### config.mk
export PLATFORM = sky130hd
export DESIGN_NAME = rolling_decimal_counter_display
export DESIGN_NICKNAME = d
export VERILOG_FILES = /design/src/rtl/rdcd_pkg.sv /design/src/rtl/rdcd_cfg_regs.sv /design/src/rtl/rdcd_step.sv /design/src/rtl/rolling_decimal_counter_display.sv
export VERILOG_INCLUDE_DIRS = /design/src /design/src/rtl
export SDC_FILE = /design/constraint.sdc
export NUM_CORES = 1
export LEC_CHECK = 0
export ABC_AREA = 1
export BUFFER_PORTS_ARGS = -buffer_cell sky130_fd_sc_hd__buf_4
export CAP_MARGIN = 20
export CORE_ASPECT_RATIO = 0.6
export CORE_MARGIN = 4
export CORE_UTILIZATION = 35
export CTS_CLUSTER_DIAMETER = 30
export DETAILED_ROUTE_END_ITERATION = 8
export RECOVER_POWER = 100
export SLEW_MARGIN = 40
export SYNTH_ARGS = -nofsm -noshare
export SYNTH_HDL_FRONTEND = slang
export SYNTH_SLANG_ARGS = --single-unit
### constraint.sdc
create_clock -name clk -period 23.2 [get_ports clk]
set_input_delay 1.16 -clock clk [delete_from_list [all_inputs] [get_ports clk]]
set_output_delay 1.16 -clock clk [all_outputs]
set_load 0.05 [all_outputs]
### src/rtl/rolling_decimal_counter_display_macros.svh
// Assertion macros for the rolling counter display.
`ifndef ROLLING_DECIMAL_COUNTER_DISPLAY_MACROS_SVH
`define ROLLING_DECIMAL_COUNTER_DISPLAY_MACROS_SVH

`ifndef ASSERT_OFF

// Check a property on a given clock and active-low reset.
`define RDCD_ASSERT_CLK(name, ck, rn, prop) \
	name: assert property (@(posedge ck) disable iff (!rn) prop) \
		else $error("rolling counter display assertion failed");

// Check a property on the block clock and reset.
`define RDCD_ASSERT(name, prop) \
	`RDCD_ASSERT_CLK(name, clk, arst_n, prop)

`else

`define RDCD_ASSERT_CLK(name, ck, rn, prop)
`define RDCD_ASSERT(name, prop)

`endif

`endif

### src/rtl/rdcd_pkg.sv
package rdcd_pkg;

	// Count limits and digit store size
	localparam logic [13:0] COUNT_MAX      = 14'd9999;
	localparam int          NUM_DIGITS_DEF = 4;
	localparam int          MAX_DIGITS     = 4;

	// Configuration register indexes
	localparam int          CFG_IDX_W      = 2;
	localparam logic [1:0]  CFG_LARGE_THR  = 2'd0;
	localparam logic [1:0]  CFG_MEDIUM_THR = 2'd1;
	localparam logic [1:0]  CFG_LARGE_STEP = 2'd2;
	localparam logic [1:0]  CFG_MEDIUM_STEP = 2'd3;

	// Configuration reset values
	localparam logic [13:0] LARGE_THR_RST   = 14'd100;
	localparam logic [13:0] MEDIUM_THR_RST  = 14'd10;
	localparam logic [13:0] LARGE_STEP_RST  = 14'd10;
	localparam logic [13:0] MEDIUM_STEP_RST = 14'd5;

	// Commands
	localparam logic CMD_TICK = 1'b0;
	localparam logic CMD_SNAP = 1'b1;

	// Sound event codes
	localparam logic [2:0] EV_NONE     = 3'd0;
	localparam logic [2:0] EV_DOWN     = 3'd1;
	localparam logic [2:0] EV_DOWN_END = 3'd2;
	localparam logic [2:0] EV_UP       = 3'd3;
	localparam logic [2:0] EV_UP_END   = 3'd4;
	localparam logic [2:0] EV_FULL     = 3'd5;

	typedef struct packed {
		logic               cmd;
		logic signed [15:0] target_amount;
		logic [13:0]        wallet_capacity;
		logic               meter_visible;
		logic               arm_max_notice;
	} in_t;

	typedef struct packed {
		logic [13:0] shown_value;
		logic [3:0]  digit_first;
		logic [3:0]  digit_second;
		logic [3:0]  digit_third;
		logic [3:0]  digit_fourth;
		logic [2:0]  digit_count;
		logic [2:0]  sound_event;
		logic        still_changing;
		logic        start_flourish;
		logic        at_capacity;
	} out_t;

	typedef struct packed {
		logic [13:0] large_gap_threshold;
		logic [13:0] medium_gap_threshold;
		logic [13:0] large_step;
		logic [13:0] medium_step;
	} cfg_t;

	// Number of significant decimal digits of a count
	function automatic logic [2:0] digit_count_of(logic [13:0] v);
		logic [2:0] n;
		if (v >= 14'd1000) n = 3'd4;
		else if (v >= 14'd100) n = 3'd3;
		else if (v >= 14'd10) n = 3'd2;
		else n = 3'd1;
		return n;
	endfunction

	// Split a count below 10000 into {thousands, hundreds, tens, ones}
	// with a ladder of parallel compares per decade.
	function automatic logic [15:0] split_digits(logic [13:0] v);
		logic [3:0] d_th;
		logic [3:0] d_hu;
		logic [3:0] d_te;
		logic [9:0] r_th;
		logic [6:0] r_hu;
		logic [3:0] r_te;
		d_th = '0;
		r_th = v[9:0];
		for (int k = 1; k <= 9; k++) begin
			if (v >= 14'(k * 1000)) begin
				d_th = 4'(k);
				r_th = 10'(v - 14'(k * 1000));
			end
		end
		d_hu = '0;
		r_hu = r_th[6:0];
		for (int k = 1; k <= 9; k++) begin
			if (r_th >= 10'(k * 100)) begin
				d_hu = 4'(k);
				r_hu = 7'(r_th - 10'(k * 100));
			end
		end
		d_te = '0;
		r_te = r_hu[3:0];
		for (int k = 1; k <= 9; k++) begin
			if (r_hu >= 7'(k * 10)) begin
				d_te = 4'(k);
				r_te = 4'(r_hu - 7'(k * 10));
			end
		end
		return {d_th, d_hu, d_te, r_te};
	endfunction

endpackage

### src/rtl/rdcd_cfg_regs.sv
module rdcd_cfg_regs
	import rdcd_pkg::*;
(
	input  logic                 clk,
	input  logic                 arst_n,
	input  logic                 cfg_we,
	input  logic [CFG_IDX_W-1:0] cfg_index,
	input  logic [13:0]          cfg_data,
	output cfg_t                 cfg
);

	cfg_t cfg_q;

	// Write the addressed register
	always_ff @(posedge clk or negedge arst_n) begin
		if (!arst_n) begin
			cfg_q.large_gap_threshold  <= LARGE_THR_RST;
			cfg_q.medium_gap_threshold <= MEDIUM_THR_RST;
			cfg_q.large_step           <= LARGE_STEP_RST;
			cfg_q.medium_step          <= MEDIUM_STEP_RST;
		end else if (cfg_we) begin
			case (cfg_index)
				CFG_LARGE_THR:   cfg_q.large_gap_threshold  <= cfg_data;
				CFG_MEDIUM_THR:  cfg_q.medium_gap_threshold <= cfg_data;
				CFG_LARGE_STEP:  cfg_q.large_step           <= cfg_data;
				CFG_MEDIUM_STEP: cfg_q.medium_step          <= cfg_data;
				default: ;
			endcase
		end
	end

	assign cfg = cfg_q;

endmodule

### src/rtl/rdcd_step.sv
module rdcd_step
	import rdcd_pkg::*;
#(
	parameter int NUM_DIGITS = NUM_DIGITS_DEF
) (
	input  logic clk,
	input  logic arst_n,
	input  logic fire,
	input  in_t  item,
	input  cfg_t cfg,
	output out_t result
);

	localparam int STORE_N = (NUM_DIGITS < MAX_DIGITS) ? NUM_DIGITS : MAX_DIGITS;

	logic [13:0] shown_q;
	logic        armed_q;
	logic [3:0]  store_q [STORE_N];

	logic [3:0]  old_dig [MAX_DIGITS];
	logic [3:0]  new_dig [MAX_DIGITS];
	logic [3:0]  src_dig [MAX_DIGITS];

	logic        armed_in;
	logic [13:0] target;
	logic        go_down;
	logic        go_up;
	logic [13:0] gap;
	logic [13:0] step;
	logic signed [15:0] dn_val;
	logic [14:0] up_val;
	logic        dn_hit;
	logic        up_hit;
	logic [13:0] next_val;
	logic        armed_next;
	logic        refresh;
	logic [2:0]  sound;
	logic        flourish;
	logic [2:0]  cnt;
	logic [15:0] split;
	logic [2:0]  src_idx;

	// Present stored digits; positions past the store read zero
	for (genvar g = 0; g < MAX_DIGITS; g++) begin : g_old
		if (g < STORE_N) begin : g_st
			assign old_dig[g] = store_q[g];
		end else begin : g_zero
			assign old_dig[g] = '0;
		end
	end

	// Clamp the target and pick the step size
	always_comb begin
		armed_in = armed_q | item.arm_max_notice;
		if (item.target_amount[15]) target = '0;
		else if (item.target_amount[14] || item.target_amount[13:0] > COUNT_MAX)
			target = COUNT_MAX;
		else target = item.target_amount[13:0];

		go_down = (item.cmd == CMD_TICK) && (target < shown_q);
		go_up   = (item.cmd == CMD_TICK) && (target > shown_q);
		gap     = go_down ? (shown_q - target) : (target - shown_q);

		if (gap >= cfg.large_gap_threshold) step = cfg.large_step;
		else if (gap >= cfg.medium_gap_threshold) step = cfg.medium_step;
		else step = 14'd1;

		dn_val = $signed({2'b00, shown_q}) - $signed({2'b00, step});
		up_val = {1'b0, shown_q} + {1'b0, step};
		dn_hit = (dn_val == $signed({2'b00, target}));
		up_hit = (up_val == {1'b0, target});
	end

	// Move the count and decide sound, flourish and notice
	always_comb begin
		next_val   = shown_q;
		armed_next = armed_in;
		refresh    = 1'b0;
		sound      = EV_NONE;
		flourish   = 1'b0;
		if (item.cmd == CMD_SNAP) begin
			next_val = target;
			refresh  = 1'b1;
		end else if (go_down) begin
			refresh    = 1'b1;
			armed_next = 1'b0;
			next_val   = dn_val[15] ? '0 : dn_val[13:0];
			if (item.meter_visible) sound = dn_hit ? EV_DOWN_END : EV_DOWN;
		end else if (go_up) begin
			refresh  = 1'b1;
			next_val = (up_val > {1'b0, COUNT_MAX}) ? COUNT_MAX : up_val[13:0];
			if (item.meter_visible) begin
				if (up_hit) begin
					sound = EV_UP_END;
					if (armed_in) begin
						flourish   = 1'b1;
						armed_next = 1'b0;
					end
				end else begin
					sound = EV_UP;
				end
			end
		end else if (armed_in && target == item.wallet_capacity) begin
			sound      = EV_FULL;
			flourish   = 1'b1;
			armed_next = 1'b0;
		end
	end

	// Left-justify the new digits into the store; positions past the store stay zero
	always_comb begin
		cnt   = digit_count_of(next_val);
		split = split_digits(next_val);
		src_dig[0] = split[15:12];
		src_dig[1] = split[11:8];
		src_dig[2] = split[7:4];
		src_dig[3] = split[3:0];
		for (int j = 0; j < MAX_DIGITS; j++) begin
			src_idx = 3'(3'd4 - cnt + 3'(j));
			if (refresh && j < STORE_N && 3'(j) < cnt) new_dig[j] = src_dig[src_idx[1:0]];
			else new_dig[j] = old_dig[j];
		end
	end

	// Commit state on each accepted transaction
	always_ff @(posedge clk or negedge arst_n) begin
		if (!arst_n) begin
			shown_q <= '0;
			armed_q <= 1'b0;
			for (int j = 0; j < STORE_N; j++) store_q[j] <= '0;
		end else if (fire) begin
			shown_q <= next_val;
			armed_q <= armed_next;
			for (int j = 0; j < STORE_N; j++) store_q[j] <= new_dig[j];
		end
	end

	// Form the result
	always_comb begin
		result.shown_value    = next_val;
		result.digit_first    = new_dig[0];
		result.digit_second   = new_dig[1];
		result.digit_third    = new_dig[2];
		result.digit_fourth   = new_dig[3];
		result.digit_count    = cnt;
		result.sound_event    = sound;
		result.still_changing = (next_val != target);
		result.start_flourish = flourish;
		result.at_capacity    = (next_val != '0) && (next_val == item.wallet_capacity);
	end

endmodule

### src/rtl/rolling_decimal_counter_display.sv
// Rolling decimal counter display.
// Input channel (in_valid / in_stall / in_data): one transaction per frame
// tick or snap command, carrying the target count, wallet capacity and flags.
// Output channel (out_valid / out_stall / out_data): one result per input,
// with the shown count, four left-justified digits, digit count, sound event,
// changing, flourish and at-capacity flags.
// Configuration: cfg_we writes cfg_data into register cfg_index (gap
// thresholds and step sizes); write only while no transaction is in flight.
// Each result passes the input register, then the result register, before
// it is presented.
// Throughput: one transaction per cycle while out_stall is low; the shown
// count, digit store and notice flag update in the single step stage, so
// each item sees the state left by the one before.
// Reset clears the shown count, digits and notice flag and loads the
// configuration defaults. When out_stall is high the result holds and the
// input register fills; in_stall then rises until the output drains.
`include "rolling_decimal_counter_display_macros.svh"

module rolling_decimal_counter_display
	import rdcd_pkg::*;
#(
	parameter int NUM_DIGITS = NUM_DIGITS_DEF
) (
	input  logic                 clk,
	input  logic                 arst_n,
	input  logic                 in_valid,
	output logic                 in_stall,
	input  in_t                  in_data,
	output logic                 out_valid,
	input  logic                 out_stall,
	output out_t                 out_data,
	input  logic                 cfg_we,
	input  logic [CFG_IDX_W-1:0] cfg_index,
	input  logic [13:0]          cfg_data
);

	cfg_t cfg;
	in_t  item_s1;
	logic valid_s1;
	out_t result;
	out_t out_q;
	logic out_valid_q;
	logic adv;
	logic fire;

	assign adv      = !out_valid_q || !out_stall;
	assign fire     = valid_s1 && adv;
	assign in_stall = valid_s1 && !adv;

	rdcd_cfg_regs u_cfg (
		.clk       (clk),
		.arst_n    (arst_n),
		.cfg_we    (cfg_we),
		.cfg_index (cfg_index),
		.cfg_data  (cfg_data),
		.cfg       (cfg)
	);

	// Capture the input transaction
	always_ff @(posedge clk or negedge arst_n) begin
		if (!arst_n) begin
			valid_s1 <= 1'b0;
		end else if (!in_stall) begin
			valid_s1 <= in_valid;
		end
	end

	always_ff @(posedge clk) begin
		if (in_valid && !in_stall) item_s1 <= in_data;
	end

	rdcd_step #(
		.NUM_DIGITS (NUM_DIGITS)
	) u_step (
		.clk    (clk),
		.arst_n (arst_n),
		.fire   (fire),
		.item   (item_s1),
		.cfg    (cfg),
		.result (result)
	);

	// Hold the result until the receiver takes it
	always_ff @(posedge clk or negedge arst_n) begin
		if (!arst_n) begin
			out_valid_q <= 1'b0;
		end else if (adv) begin
			out_valid_q <= valid_s1;
		end
	end

	always_ff @(posedge clk) begin
		if (fire) out_q <= result;
	end

	assign out_valid = out_valid_q;
	assign out_data  = out_q;

	`RDCD_ASSERT(a_shown_in_range, out_valid |-> out_data.shown_value <= COUNT_MAX)
	`RDCD_ASSERT(a_count_matches, out_valid |-> out_data.digit_count == digit_count_of(out_data.shown_value))
	`RDCD_ASSERT(a_flourish_event, (out_valid && out_data.start_flourish) |-> (out_data.sound_event == EV_UP_END || out_data.sound_event == EV_FULL))
	`RDCD_ASSERT(a_held_item_stays, (valid_s1 && !adv) |=> valid_s1)

endmodule

## Word level (Yosys, flattened, before mapping)

Index checks and enable logic that the tools add are counted.

| storage, ports and cells | value |
|---|---|
| register bits | 161 |
| bits in latches | 0 |
| bits in writable memories | 0 |
| bits in read-only memories | 0 |
| input bits | 54 |
| logic and storage cells | 247 |
| memories | 0 |

| cells by class | value |
|---|---|
| add/subtract/negate cells | 35 |
| multiply operators | 0 |
| div/mod/pow operators | 0 |
| magnitude comparators | 43 |
| equality and inequality tests | 8 |
| shift operators | 0 |
| mux-type cells | 104 |
| bitwise logic cells | 6 |
| reduce and logical (&&, ||, !) cells | 24 |

Operators by type and width:

| cell | count |
|---|---|
| $mux 14 | 10 |
| $mux 4 | 27 |
| $mux 10 | 9 |
| $sub 10x10->10 const B | 9 |
| $mux 7 | 9 |
| $mux 3 | 20 |
| $ge 14x13->1 const B | 4 |
| $ge 10x10->1 const B | 4 |
| $bmux 4 s2 | 4 |
| $ge 10x9->1 const B | 3 |
| $eq 14x14->1 | 2 |
| $ge 14x12->1 const B | 2 |
| $ge 14x14->1 | 2 |
| $sub 14x14->14 | 2 |
| $sub 7x7->7 const B | 4 |
| $ge 7x6->1 const B | 3 |
| $ge 7x7->1 const B | 3 |
| $sub 7x6->7 const B | 3 |
| $sub 4x4->4 const B | 5 |
| $mux 1 | 17 |
| $eq 16x15->1 | 1 |
| $mux 2 | 8 |
| $add 14x14->15 | 1 |
| $eq 15x14->1 | 1 |
| other kinds (38) | 67 |

## Logic depth before layout (Yosys ltp)

| logic depth | value |
|---|---|
| depth after elaboration | 50 |
| depth in mapped cells | 116 |
| depth with buffers taken out | 113 |

## By module

A second synthesis with hierarchy kept.

| second synthesis, totals | value |
|---|---|
| cells, all modules | 2,204 |
| area total of the unflattened synthesis | 15,446.1 µm² |

By module, submodules not included:

| module | instances | cells each | area an instance (µm²) | seq. area each (µm²) |
|---|---|---|---|---|
| rdcd_step | 1 | 1,870 | 10,802.9 | 775.7 |
| rdcd_cfg_regs | 1 | 250 | 2,386.0 | 1,412.6 |
| rolling_decimal_counter_display | 1 | 84 | 2,257.2 | 2,212.1 |

## Least setup slack after synthesis

Ideal clock, no wire load.

| timing path | value |
|---|---|
| path type | register to register |
| from | register item_s1[30] in the netlist's numbering |
| to | register out_q (netlist bit out_data[14]), data pin |
| setup time | 0.252 ns |
| arrival | 11.784 ns |
| path slack | 11.164 ns |
| stages on the path, launching flop included | 101 |
| path buffers | 4 |
| period minus slack after synthesis | 12.036 ns |
| cells stage by stage | edfxtp_1 -> nor3_1 -> nand2_2 -> nand2_4 -> inv_1 -> nor2_1 -> nand2_1 -> ha_1 -> nand2_1 -> inv_1 -> a221o_2 -> a21oi_4 -> nand3_4 -> buf_4 -> clkbuf_1 -> mux2i_1 -> xor2_1 -> inv_1 -> (+65 left out) -> a21oi_1 -> inv_1 -> nand3_1 -> nand2_1 -> inv_1 -> o21ai_1 -> nand2_1 -> nand2_1 -> nand2_1 -> nand2_1 -> nand2_2 -> nand2_2 -> nand2_1 -> nand3_1 -> nand2_1 -> nand2_1 -> nand2_1 -> inv_1 |

RTL lines:

| what | RTL line | text |
|---|---|---|
| from (decl) | rolling_decimal_counter_display.sv:38 | `in_t item_s1;` |
| from (signal assigned) | rolling_decimal_counter_display.sv:69 | `if (in_valid && !in_stall) item_s1 <= in_data;` |
| to (signal assigned) | rolling_decimal_counter_display.sv:93 | `if (fire) out_q <= result;` |
| to (decl) | rolling_decimal_counter_display.sv:41 | `out_t out_q;` |

==> metrics.txt <==
number of synthesized flops with an enable pin a little over 70; Setup crit end kind register; synthesized area per cell about 7.0 µm²; post-cts sizing count 0; vias 15,300; Relative slew margins -125%; CTS buffer count 17; core area roughly 0.042 mm²; hpwl dp approximately 47 mm; Die H about 170 µm; CP Launch Type register; I/O pin total 95; Layout Area Growth over Synthesis 9.75%; Least-Margin Pin Slew ~3400 ps; row cnt just under 60; Detail Route Antenna Nets 0; Routed WL per cell 20.8 µm; RSZ-0062 raised after global routing false; Worst-Skew Late Latency between 400 and 500 ps; fin. max-slew vios 223; Post-synth top cells 611 x nand2_1, 273 x inv_1, 152 x nand3_1; status finished with violations; area share of the largest cell type after synthesis roughly 15%; fin crit share approximately four fifths; met2 usage 30.2%; failing checks max-capacitance violations, max-slew violations; fill cell count 4,550; asr flop ratio synth 55.3%; Post-Syn Area 0.0152 mm²; DRT Wirelength approximately 59 mm; Area contributors post-synth nand2_1 15%, edfxtp_1 14%, dfrtp_1 13%; Synth cell types 73; highest clock rate between 50 and 60 MHz; setup violators final 0; Crit path largest cell delay about 900 ps; post-CTS setup buffers 0; Top Family by Delay on Critical Path simple AND/OR/NAND/NOR gates; min Tclk post-route around 19,000 ps; port bufs 94; gr ovfl total 0; Crit Path Class reg2reg; vias per cell about 5.4; critical path data required time 23,410 ps; full die area ~0.047 mm²; crit-path max FO 28; Seq/Total Area, Yosys between 20% and 30%; GPL Wtd Cong around 1.1; most common cell in the netlist nand2_1; Hold Buf Count CTS 0; CTS tree yes; CP max stage cell clkinvlp_2; Clock Skew 24.5 ps; largest area contributor in the netlist nand2_1; WP data arrival a little under 20,000 ps; layout cells sized above 1 between 10% and 20%; CTS Buffer Depth 2; Min-Delay Path Class reg2reg; initial antenna violation count 1; Setup TNS Final 0 ps; nets 2,408; number of synthesized register bits 161; Root Driver clkbuf_16; maxcap violations 5; Most used DFF post-synth dfrtp_1; H-tree levels 4; Mapped Nets 2,332; busiest layer in global routing met1; GR Util All Layers between 20% and 30%; drt drc 0; clock sinks 161; most frequent cell on the critical path nand2_1; Reg clk slew, reported paths ~90 ps; Worst Path Buf+Inv 15; met3 Usage GRT roughly a tenth; synthesized instance count ~2,200; wire length of the first global-routing pass approximately 89 mm; Synth Warn # 0; Final Hold Vio Count 0; Initial DRC Count 2,017; vias in the first global route roughly 14,000; die width between 200 and 300 µm; met1 Resource Use GR around 40%; Initial Util a little over a third; drt first pass iters 8; largest net degree at the start of global routing 60
-- placed cells by master, fill, tap and decap left out, types with 10 or more instances in the layout --
cell	synthesis	layout
or2_2	14	14
nor2_2	10	10
nor3_1	16	16
o21ai_0	127	133
nand2_2	42	34
buf_4	9	20
a31oi_1	11	11
xor2_1	65	65
nor2_1	132	132
edfxtp_1	72	72
clkbuf_1	15	52
inv_2	30	26
clkbuf_16	0	17
clkbuf_4	1	31
a21oi_1	102	103
nand3_2	18	13
nand4_1	31	31
nand2_1	611	628
o21ai_1	16	13
ha_1	117	117
nand3_1	152	157
dfrtp_1	80	80
inv_1	273	276
and2_1	16	12
xnor2_1	15	15
-- metrics by stage --
step | hold slack, ps | instances | utilization, % | worst slack (ps) | area [µm²]
after detailed placement | 458 | 2785 | 38.6 | 6590 | 16400
after global routing | 497 | 2817 | 39.3 | 2550 | 16700
final | 477 | 2818 | 39.3 | 4180 | 16700
after global placement | 455 | 2784 | 38.6 | 6790 | 16400
after floorplan | 442 | 2158 | - | 11160 | 15200
after CTS | 478 | 2817 | 40.1 | 6470 | 17000
-- sequential cells by signal (all words and copies together), names as in the netlist --
register / flops
item_s1: 33
out_data: 39
out_valid: 1
u_cfg.cfg: 56
u_step.armed_q: 1
u_step.old_dig: 16
u_step.shown_q: 14
valid_s1: 1
-- per-layer routing --
metal / share of wire [%] / wire length (µm)
met5: 0.022 / 13
met4: 1.1 / 655
met1: 52 / 30200
met2: 35 / 20300
met3: 13 / 7460
-- path summary, 6_finish.rpt --
kind / start / end / slack (ps) / cells past startpoint
max in group asynchronous: arst_n / u_cfg.cfg[26] / 18040 / 2
max reg2reg: item_s1[23] / out_data[21] / 4180 / 97
min in group asynchronous: arst_n / u_cfg.cfg[33] / 1400 / 1
max: item_s1[23] / out_data[21] / 4180 / 97
min reg2reg: u_step.old_dig[12] / u_step.old_dig[12] / 480 / 2
min: u_step.old_dig[12] / u_step.old_dig[12] / 480 / 2
-- final cells by class --
type | count | area, µm² | area share [%]
Antenna cell | 1 | 2.50 | 0.0150
Clock buffer | 17 | 425 | 2.55
Clock inverter | 15 | 201 | 1.21
Inverter | 315 | 1190 | 7.14
Multi-Input combinational cell | 1635 | 9150 | 54.9
Sequential cell | 161 | 4400 | 26.4
Tap cell | 570 | 713 | 4.28
Timing Repair Buffer | 104 | 583 | 3.50
-- logic make-up (layout without fill, tap and decap cells) --
family                     count (synthesis)  after routing  synth area share (%)
and+or+nand+nor                         1092           1092                  32.9
buffers and inverters                    362            451                  9.97
AOI/OAI and AO/OA                        342            342                  13.5
DFF                                      161            161                  29.0
adders and majority gates                120            120                  10.0
xor gates and xnor gates                  80             80                  4.61
muxes                                      1              1                0.0659
other                                      0              1                     0
-- worst reg2reg max path, delay by kind of cell, from the launching register on --
family                     cells  cell delay (ps)
AOI/OAI and AO/OA             16             3140
DFF                            1              440
xor gates and xnor gates       2              640
buffers and inverters         15             4130
and+or+nand+nor               57             8190
adders and majority gates      7             2200
Power is left out: the tool's default activity adds up to more than one toggle a clock period on the data nets, which glitch-free logic cannot reach.
